<file path="config.mk">
export PLATFORM = sky130hd
export DESIGN_NAME = ansi_escape_chunk_tokenizer
export DESIGN_NICKNAME = d
export VERILOG_FILES = /design/src/rtl/aect_pkg.sv /design/src/rtl/ansi_escape_chunk_tokenizer.sv /design/src/rtl/aect_parser.sv
export SDC_FILE = /design/constraint.sdc
export NUM_CORES = 1
export LEC_CHECK = 0
export BUFFER_PORTS_ARGS = -buffer_cell sky130_fd_sc_hd__buf_2
export CORE_MARGIN = 1
export CORE_UTILIZATION = 61
export CTS_CLUSTER_SIZE = 8
export DETAILED_ROUTE_END_ITERATION = 10
export PLACE_DENSITY_LB_ADDON = 0.15
export SLEW_MARGIN = 15
export SYNTH_ARGS = -nofsm -noshare
export SYNTH_HDL_FRONTEND = slang
export SYNTH_HIERARCHICAL = 1
export SYNTH_SLANG_ARGS = --single-unit
</file>
<file path="constraint.sdc">
create_clock -name i_clk -period 6 [get_ports i_clk]
set_input_delay 0.6 -clock i_clk [delete_from_list [all_inputs] [get_ports i_clk]]
set_output_delay 0.6 -clock i_clk [all_outputs]
set_load 0.01 [all_outputs]
</file>
<file path="src/rtl/aect_pkg.sv">
// Package for the ANSI escape chunk tokenizer: widths, character codes,
// parser mode type, result struct and the CSI final-byte check. No dependencies.
package aect_pkg;

    localparam int LINE_BITS = 16;
    localparam int LINE_OUT_BITS = 16;

    localparam logic [7:0] CH_ESC  = 8'h1B;
    localparam logic [7:0] CH_BEL  = 8'h07;
    localparam logic [7:0] CH_CR   = 8'h0D;
    localparam logic [7:0] CH_LF   = 8'h0A;
    localparam logic [7:0] CH_CSI  = 8'h5B;
    localparam logic [7:0] CH_OSC  = 8'h5D;
    localparam logic [7:0] CH_SGR  = 8'h6D;
    localparam logic [7:0] CH_ZERO = 8'h30;

    typedef enum logic [1:0] {
        MODE_NORMAL = 2'd0,
        MODE_ESC    = 2'd1,
        MODE_CSI    = 2'd2,
        MODE_OSC    = 2'd3
    } t_mode;

    typedef enum logic [1:0] {
        LEN_EMPTY = 2'd0,
        LEN_ONE   = 2'd1,
        LEN_MANY  = 2'd2
    } t_len;

    typedef struct packed {
        logic                     append_valid;
        logic [7:0]               append_char;
        logic                     chunk_closed;
        logic                     closed_is_text;
        logic                     closed_is_reset;
        logic                     closed_is_title;
        logic                     closed_at_eol;
        logic [LINE_OUT_BITS-1:0] closed_line;
    } t_result;

    function automatic logic is_csi_final(input logic [7:0] c);
        logic hit;
        begin
            unique case (c)
                "K", "A", "B", "C", "D", "E", "F", "G", "H", "J",
                "S", "T", "f", "i", "n", "u", "s": hit = 1'b1;
                default: hit = 1'b0;
            endcase
            return hit;
        end
    endfunction

endpackage

</file>
<file path="src/rtl/ansi_escape_chunk_tokenizer.sv">
// Top level of the ANSI escape chunk tokenizer: input register, parser step
// and result register. Depends on aect_pkg and aect_parser.
//
//  channel | valid   | ready   | payload
//  --------+---------+---------+--------------------------------------------
//  input   | i_valid | o_ready | i_data_char
//  result  | o_valid | i_ready | o_append_*, o_chunk_closed, o_closed_*
//
// One character per cycle while the result side is not stalled; each beat gives
// one result after it passes the input register, then the result register.
// The parser step is a single combinational pass between the two registers.
// Synchronous active-low reset empties both registers and restores the parser.
// A stalled result holds the step; the input register still takes one beat.
module ansi_escape_chunk_tokenizer import aect_pkg::*; (
    input  logic                     i_clk,
    input  logic                     i_rst_n,
    input  logic                     i_valid,
    output logic                     o_ready,
    input  logic [7:0]               i_data_char,
    output logic                     o_valid,
    input  logic                     i_ready,
    output logic                     o_append_valid,
    output logic [7:0]               o_append_char,
    output logic                     o_chunk_closed,
    output logic                     o_closed_is_text,
    output logic                     o_closed_is_reset,
    output logic                     o_closed_is_title,
    output logic                     o_closed_at_eol,
    output logic [LINE_OUT_BITS-1:0] o_closed_line
);

    logic       r_in_valid;
    logic [7:0] r_in_char;
    logic       r_out_valid;
    t_result    r_out;
    t_result    step_result;
    logic       advance;

    assign advance = r_in_valid && (!r_out_valid || i_ready);
    assign o_ready = !r_in_valid || advance;

    aect_parser u_parser (
        .i_clk    (i_clk),
        .i_rst_n  (i_rst_n),
        .i_step   (advance),
        .i_char   (r_in_char),
        .o_result (step_result)
    );

    always_ff @(posedge i_clk) begin
        if (!i_rst_n) begin
            r_in_valid  <= 1'b0;
            r_out_valid <= 1'b0;
        end else begin
            if (o_ready) r_in_valid <= i_valid;
            if (advance) begin
                r_out_valid <= 1'b1;
            end else if (i_ready) begin
                r_out_valid <= 1'b0;
            end
        end
    end

    always_ff @(posedge i_clk) begin
        if (o_ready && i_valid) r_in_char <= i_data_char;
        if (advance) r_out <= step_result;
    end

    assign o_valid           = r_out_valid;
    assign o_append_valid    = r_out.append_valid;
    assign o_append_char     = r_out.append_char;
    assign o_chunk_closed    = r_out.chunk_closed;
    assign o_closed_is_text  = r_out.closed_is_text;
    assign o_closed_is_reset = r_out.closed_is_reset;
    assign o_closed_is_title = r_out.closed_is_title;
    assign o_closed_at_eol   = r_out.closed_at_eol;
    assign o_closed_line     = r_out.closed_line;

endmodule

</file>
<file path="src/rtl/aect_parser.sv">
// Parser state and one-character step logic for the chunk tokenizer.
// Depends on aect_pkg; advances its state when i_step is high.
module aect_parser import aect_pkg::*; (
    input  logic       i_clk,
    input  logic       i_rst_n,
    input  logic       i_step,
    input  logic [7:0] i_char,
    output t_result    o_result
);

    t_mode                r_mode, n_mode;
    t_len                 r_len, n_len;
    logic                 r_first_zero, n_first_zero;
    logic                 r_text, n_text;
    logic                 r_reset, n_reset;
    logic                 r_title, n_title;
    logic [LINE_BITS-1:0] r_line, n_line;

    logic do_append;
    logic try_close;
    logic close_eol;
    logic set_reset;
    logic set_title;
    logic clear_text;
    logic eff_reset;
    logic eff_title;
    logic close_ok;
    logic [LINE_BITS+LINE_OUT_BITS-1:0] line_ext;

    // next mode
    always_comb begin
        n_mode = r_mode;
        unique case (r_mode)
            MODE_NORMAL: if (i_char == CH_ESC) n_mode = MODE_ESC;
            MODE_ESC: begin
                if (i_char == CH_CSI) begin
                    n_mode = MODE_CSI;
                end else if (i_char == CH_OSC) begin
                    n_mode = MODE_OSC;
                end
            end
            MODE_OSC: if (i_char == CH_BEL) n_mode = MODE_NORMAL;
            MODE_CSI: begin
                if (i_char == CH_SGR || is_csi_final(i_char)) n_mode = MODE_NORMAL;
            end
            default: n_mode = MODE_NORMAL;
        endcase
    end

    // actions
    always_comb begin
        do_append  = 1'b0;
        try_close  = 1'b0;
        close_eol  = 1'b0;
        set_reset  = 1'b0;
        set_title  = 1'b0;
        clear_text = 1'b0;
        unique case (r_mode)
            MODE_NORMAL: begin
                if (i_char == CH_ESC) begin
                    try_close  = 1'b1;
                    clear_text = 1'b1;
                end else if (i_char == CH_LF) begin
                    try_close = 1'b1;
                    close_eol = 1'b1;
                end else if (i_char != CH_CR) begin
                    do_append = 1'b1;
                end
            end
            MODE_ESC: begin
            end
            MODE_OSC: begin
                if (i_char == CH_BEL) begin
                    set_title = 1'b1;
                    try_close = 1'b1;
                    close_eol = 1'b1;
                end else begin
                    do_append = 1'b1;
                end
            end
            MODE_CSI: begin
                if (i_char == CH_SGR) begin
                    set_reset = (r_len == LEN_EMPTY) || (r_len == LEN_ONE && r_first_zero);
                    try_close = 1'b1;
                end else if (is_csi_final(i_char)) begin
                    try_close = 1'b1;
                end else begin
                    do_append = 1'b1;
                end
            end
            default: begin
            end
        endcase
    end

    assign eff_reset = r_reset | set_reset;
    assign eff_title = r_title | set_title;
    assign close_ok  = try_close && (eff_reset || r_len != LEN_EMPTY);
    assign line_ext  = {{LINE_OUT_BITS{1'b0}}, r_line};

    // chunk state
    always_comb begin
        n_len        = r_len;
        n_first_zero = r_first_zero;
        n_text       = r_text;
        n_reset      = eff_reset;
        n_title      = eff_title;
        n_line       = r_line;
        if (do_append) begin
            if (r_len == LEN_EMPTY) n_first_zero = (i_char == CH_ZERO);
            if (r_len == LEN_EMPTY) begin
                n_len = LEN_ONE;
            end else begin
                n_len = LEN_MANY;
            end
        end
        if (close_ok) begin
            n_len        = LEN_EMPTY;
            n_first_zero = 1'b0;
            n_text       = 1'b1;
            n_reset      = 1'b0;
            n_title      = 1'b0;
            if (close_eol) n_line = r_line + LINE_BITS'(1);
        end
        if (clear_text) n_text = 1'b0;
    end

    always_comb begin
        o_result                 = '0;
        o_result.append_valid    = do_append;
        o_result.append_char     = do_append ? i_char : 8'h00;
        o_result.chunk_closed    = close_ok;
        if (close_ok) begin
            o_result.closed_is_text  = r_text;
            o_result.closed_is_reset = eff_reset;
            o_result.closed_is_title = eff_title;
            o_result.closed_at_eol   = close_eol;
            o_result.closed_line     = line_ext[LINE_OUT_BITS-1:0];
        end
    end

    always_ff @(posedge i_clk) begin
        if (!i_rst_n) begin
            r_mode       <= MODE_NORMAL;
            r_len        <= LEN_EMPTY;
            r_first_zero <= 1'b0;
            r_text       <= 1'b1;
            r_reset      <= 1'b0;
            r_title      <= 1'b0;
            r_line       <= '0;
        end else if (i_step) begin
            r_mode       <= n_mode;
            r_len        <= n_len;
            r_first_zero <= n_first_zero;
            r_text       <= n_text;
            r_reset      <= n_reset;
            r_title      <= n_title;
            r_line       <= n_line;
        end
    end

endmodule

</file>
==> flow_summary.ini <==
[status]
outcome = completed

[detailed_routing]
firstDrtPassIters = 4
via_per_inst = 5.798
post_drt_wl_per_cell_um = 14.13
drtAntennaViolNets = 0
drc = 0
drt-initial-drc-count = 158
drt_wl_total_um = 5667
vias = 2325

[worst_setup_path]
critical_path_required_ns = 6.26
slowest_delay_ns = 0.55
cp_slowest_cell = edfxtp_1
crit_chain = nor2b_1 > o31ai_1 > a211oi_1 > o21ai_2 > buf_4 > inv_1 > or3_1 > o211ai_1
critPathMaxFanout = 30
start_kind = flip-flop
criticalPathCategory = reg2reg
worstSetupEndpointType = flip-flop
critPathArrivalTime_ns = 3.01

[grt]
grt_max_degree = 43
grt_pass1_wl_um = 9121
antenna_found_initial = 0
grt.total_usage_pct = 22.22
grt_pass1_vias = 2107
grt-ovfl-total = 0

[timing]
worstMarginPinSlew_ns = 0.8440
fin_crit_sh_pct = 45.98
slew_violations = 0
fmax_mhz = 362.5
hold_viol = 0
rsz0062_at_grt = no
final.setup_skew_ns = 0.006532
finalSetupTns_ns = 0
setup_viol = 0
post-route-min-period_ns = 2.759
timing.hold.ws_ns = 0.4405
relSlewSlack_pct = 43.73

[logic_synthesis]
synth_fa_ha_area_share_pct = 1.968
synth_top_cell_by_area = edfxtp_1
synth-edff-count = 38
yosys.cell_types.count = 62
synth_seq_cells = 64
syn_area_per_cell_um2 = 10.89
syn_nets = 309
synth-simple-area-share_pct = 24.48
synth_compound_area_share_pct = 13.70
synthXorXnorAreaFrac_pct = 0.2755
synth_seq_area_share_pct = 52.26
yosysWarnings = 6
synth_flop_cell = edfxtp_1
synth_top_family_by_area = simple AND/OR/NAND/NOR gates
yosysTopAreaCellShare_pct = 35.89
netlist_area_mm2 = 0.003179
synth_common_cells = 38 x edfxtp_1, 26 x dfxtp_1, 24 x and2_1, 21 x nand2_1, 15 x nand2b_1
yosysMostFrequentCell = edfxtp_1
synthTopCellsByArea = edfxtp_1 36%, dfxtp_1 16%, and2_1 4.7%, nand2b_1 3.0%, mux2i_1 2.5%
synthMuxAreaShare_pct = 2.519
synthesis.instances = 292
async_reset_ff_share_pct = 0

[clock_network]
clock-sinks = 64
cts_tree = done
cts_root_buf = clkbuf_8
postCtsSetupRepairBufs = 0
path_clk_slew_ns = 0.07
numCtsBuffers = 9
hold_buffers = 0
h-tree-depth = 3
cts.repair.resized = 0
clockBufferDepth = 2
clk-insertion-delay-late_ns = 0.34

[die]
io_pins = 44
die_area_mm2 = 0.005505
core_area_mm2 = 0.004880
die_h_um = 74.20
start_util_pct = 65.15
rows = 25
die_w_um = 74.20

[pwr]
power_leakage_uw = 0.001301
ir_worst_vdd_mv = 0.2274
powerDensity_mw_per_mm2 = 260.6
p_total_uw = 942.5

[hold_path]
min_path_type = in2reg

[placed_design]
io_buffer_count = 43
place.gp.congestion = 0.8758
hpwlAfterDp_um = 3779

[cells_and_area]
drive_above_1_share_pct = 22.16
areaGrowthSynthToFinish_pct = 13.77
antennaDiodeCount = 0
layout.nets = 346

[job]
maxCapViolations = 0
where the power goes:
group | total, µW | internal, µW | switching, µW
Clock | 398 | 241 | 157
Combinational | 53.1 | 22.1 | 31.0
Sequential | 491 | 480 | 11.8
stage by stage:
| step | setup WS, ns | instance area [µm²] | utilization (%) | std cells |
|---|---|---|---|---|
| floorplan | 2.464 | 3179 | - | 292 |
| global placement | 3.338 | 3393 | 69.54 | 385 |
| detailed placement | 3.262 | 3393 | 69.54 | 385 |
| CTS | 3.234 | 3617 | 74.13 | 401 |
| global route | 3.049 | 3617 | 74.13 | 401 |
| finish | 3.241 | 3617 | 74.13 | 401 |
path summary, 6_finish.rpt:
check	start	end	slack (ns)	cells after the start
worst min register to register	u_parser/r_line[15]	u_parser/r_line[15]	0.48	2
worst max register to register	r_in_char[1]	u_parser/r_len[0]	3.24	8
worst min-delay path	i_data_char[1]	r_in_char[1]	0.44	1
worst max-delay path	r_in_char[1]	u_parser/r_len[0]	3.24	8
registers in the layout, indices dropped and copies added, names as in the netlist:
signal                 count
r_in_char                  8
u_parser/r_title           1
o_append_valid             1
u_parser/r_line           16
o_closed_is_title          1
o_closed_is_text           1
u_parser/r_first_zero      1
u_parser/r_len             2
o_valid                    1
o_chunk_closed             1
r_in_valid                 1
o_closed_at_eol            1
o_append_char              8
u_parser/r_mode            2
o_closed_is_reset          1
u_parser/r_reset           1
u_parser/r_text            1
o_closed_line             16
cell type report:
| class | instances | area [µm²] |
|---|---|---|
| flip-flops and latches | 64 | 1662 |
| multi-input cells | 197 | 1373 |
| fillers | 350 | 1262 |
| repair buffers | 45 | 230.2 |
| clock buffers | 12 | 177.7 |
| well taps | 67 | 83.83 |
| clock inverters | 4 | 46.29 |
| inverters | 12 | 45.04 |
layer usage:
| metal | vias up | track usage [%] | share of wire, % |
|---|---|---|---|
| li1 | 1154 | - | - |
| met2 | 72 | 34.95 | 45 |
| met3 | 10 | 4.743 | 4.3 |
| met1 | 1089 | 28.83 | 49 |
| met5 | - | 0 | 0 |
| met4 | 0 | 11.75 | 1.9 |
cell families (layout without fill, tap and decap cells):
group                      after synthesis  in the layout
DFF                                     64             64
muxes                                    8              8
adders and majority gates                5              5
AOI/OAI and AO/OA                       53             53
buffers and inverters                   31             73
and+or+nand+nor                        130            130
xor gates and xnor gates                 1              1
critical path, delay by kind of cell (launching register included):
kind,cells,cell delay [ns]
buffers and inverters,2,0.64
AOI/OAI and AO/OA,4,0.81
DFF,1,0.55
and+or+nand+nor,2,0.68
cell usage in the layout (no fill, tap or decap), types with 8 or more instances in the layout:
| cell type | netlist | routed |
|---|---|---|
| buf_2 | 5 | 43 |
| edfxtp_1 | 38 | 38 |
| dfxtp_1 | 26 | 26 |
| and2_1 | 24 | 24 |
| nand2_1 | 21 | 21 |
| nand2b_1 | 15 | 15 |
| nor2_1 | 14 | 14 |
| inv_1 | 11 | 11 |
| a21oi_1 | 10 | 10 |
| clkbuf_8 | 0 | 9 |
| mux2i_1 | 8 | 8 |
| nand3_1 | 8 | 8 |
Power figures use the tool's default switching activity.
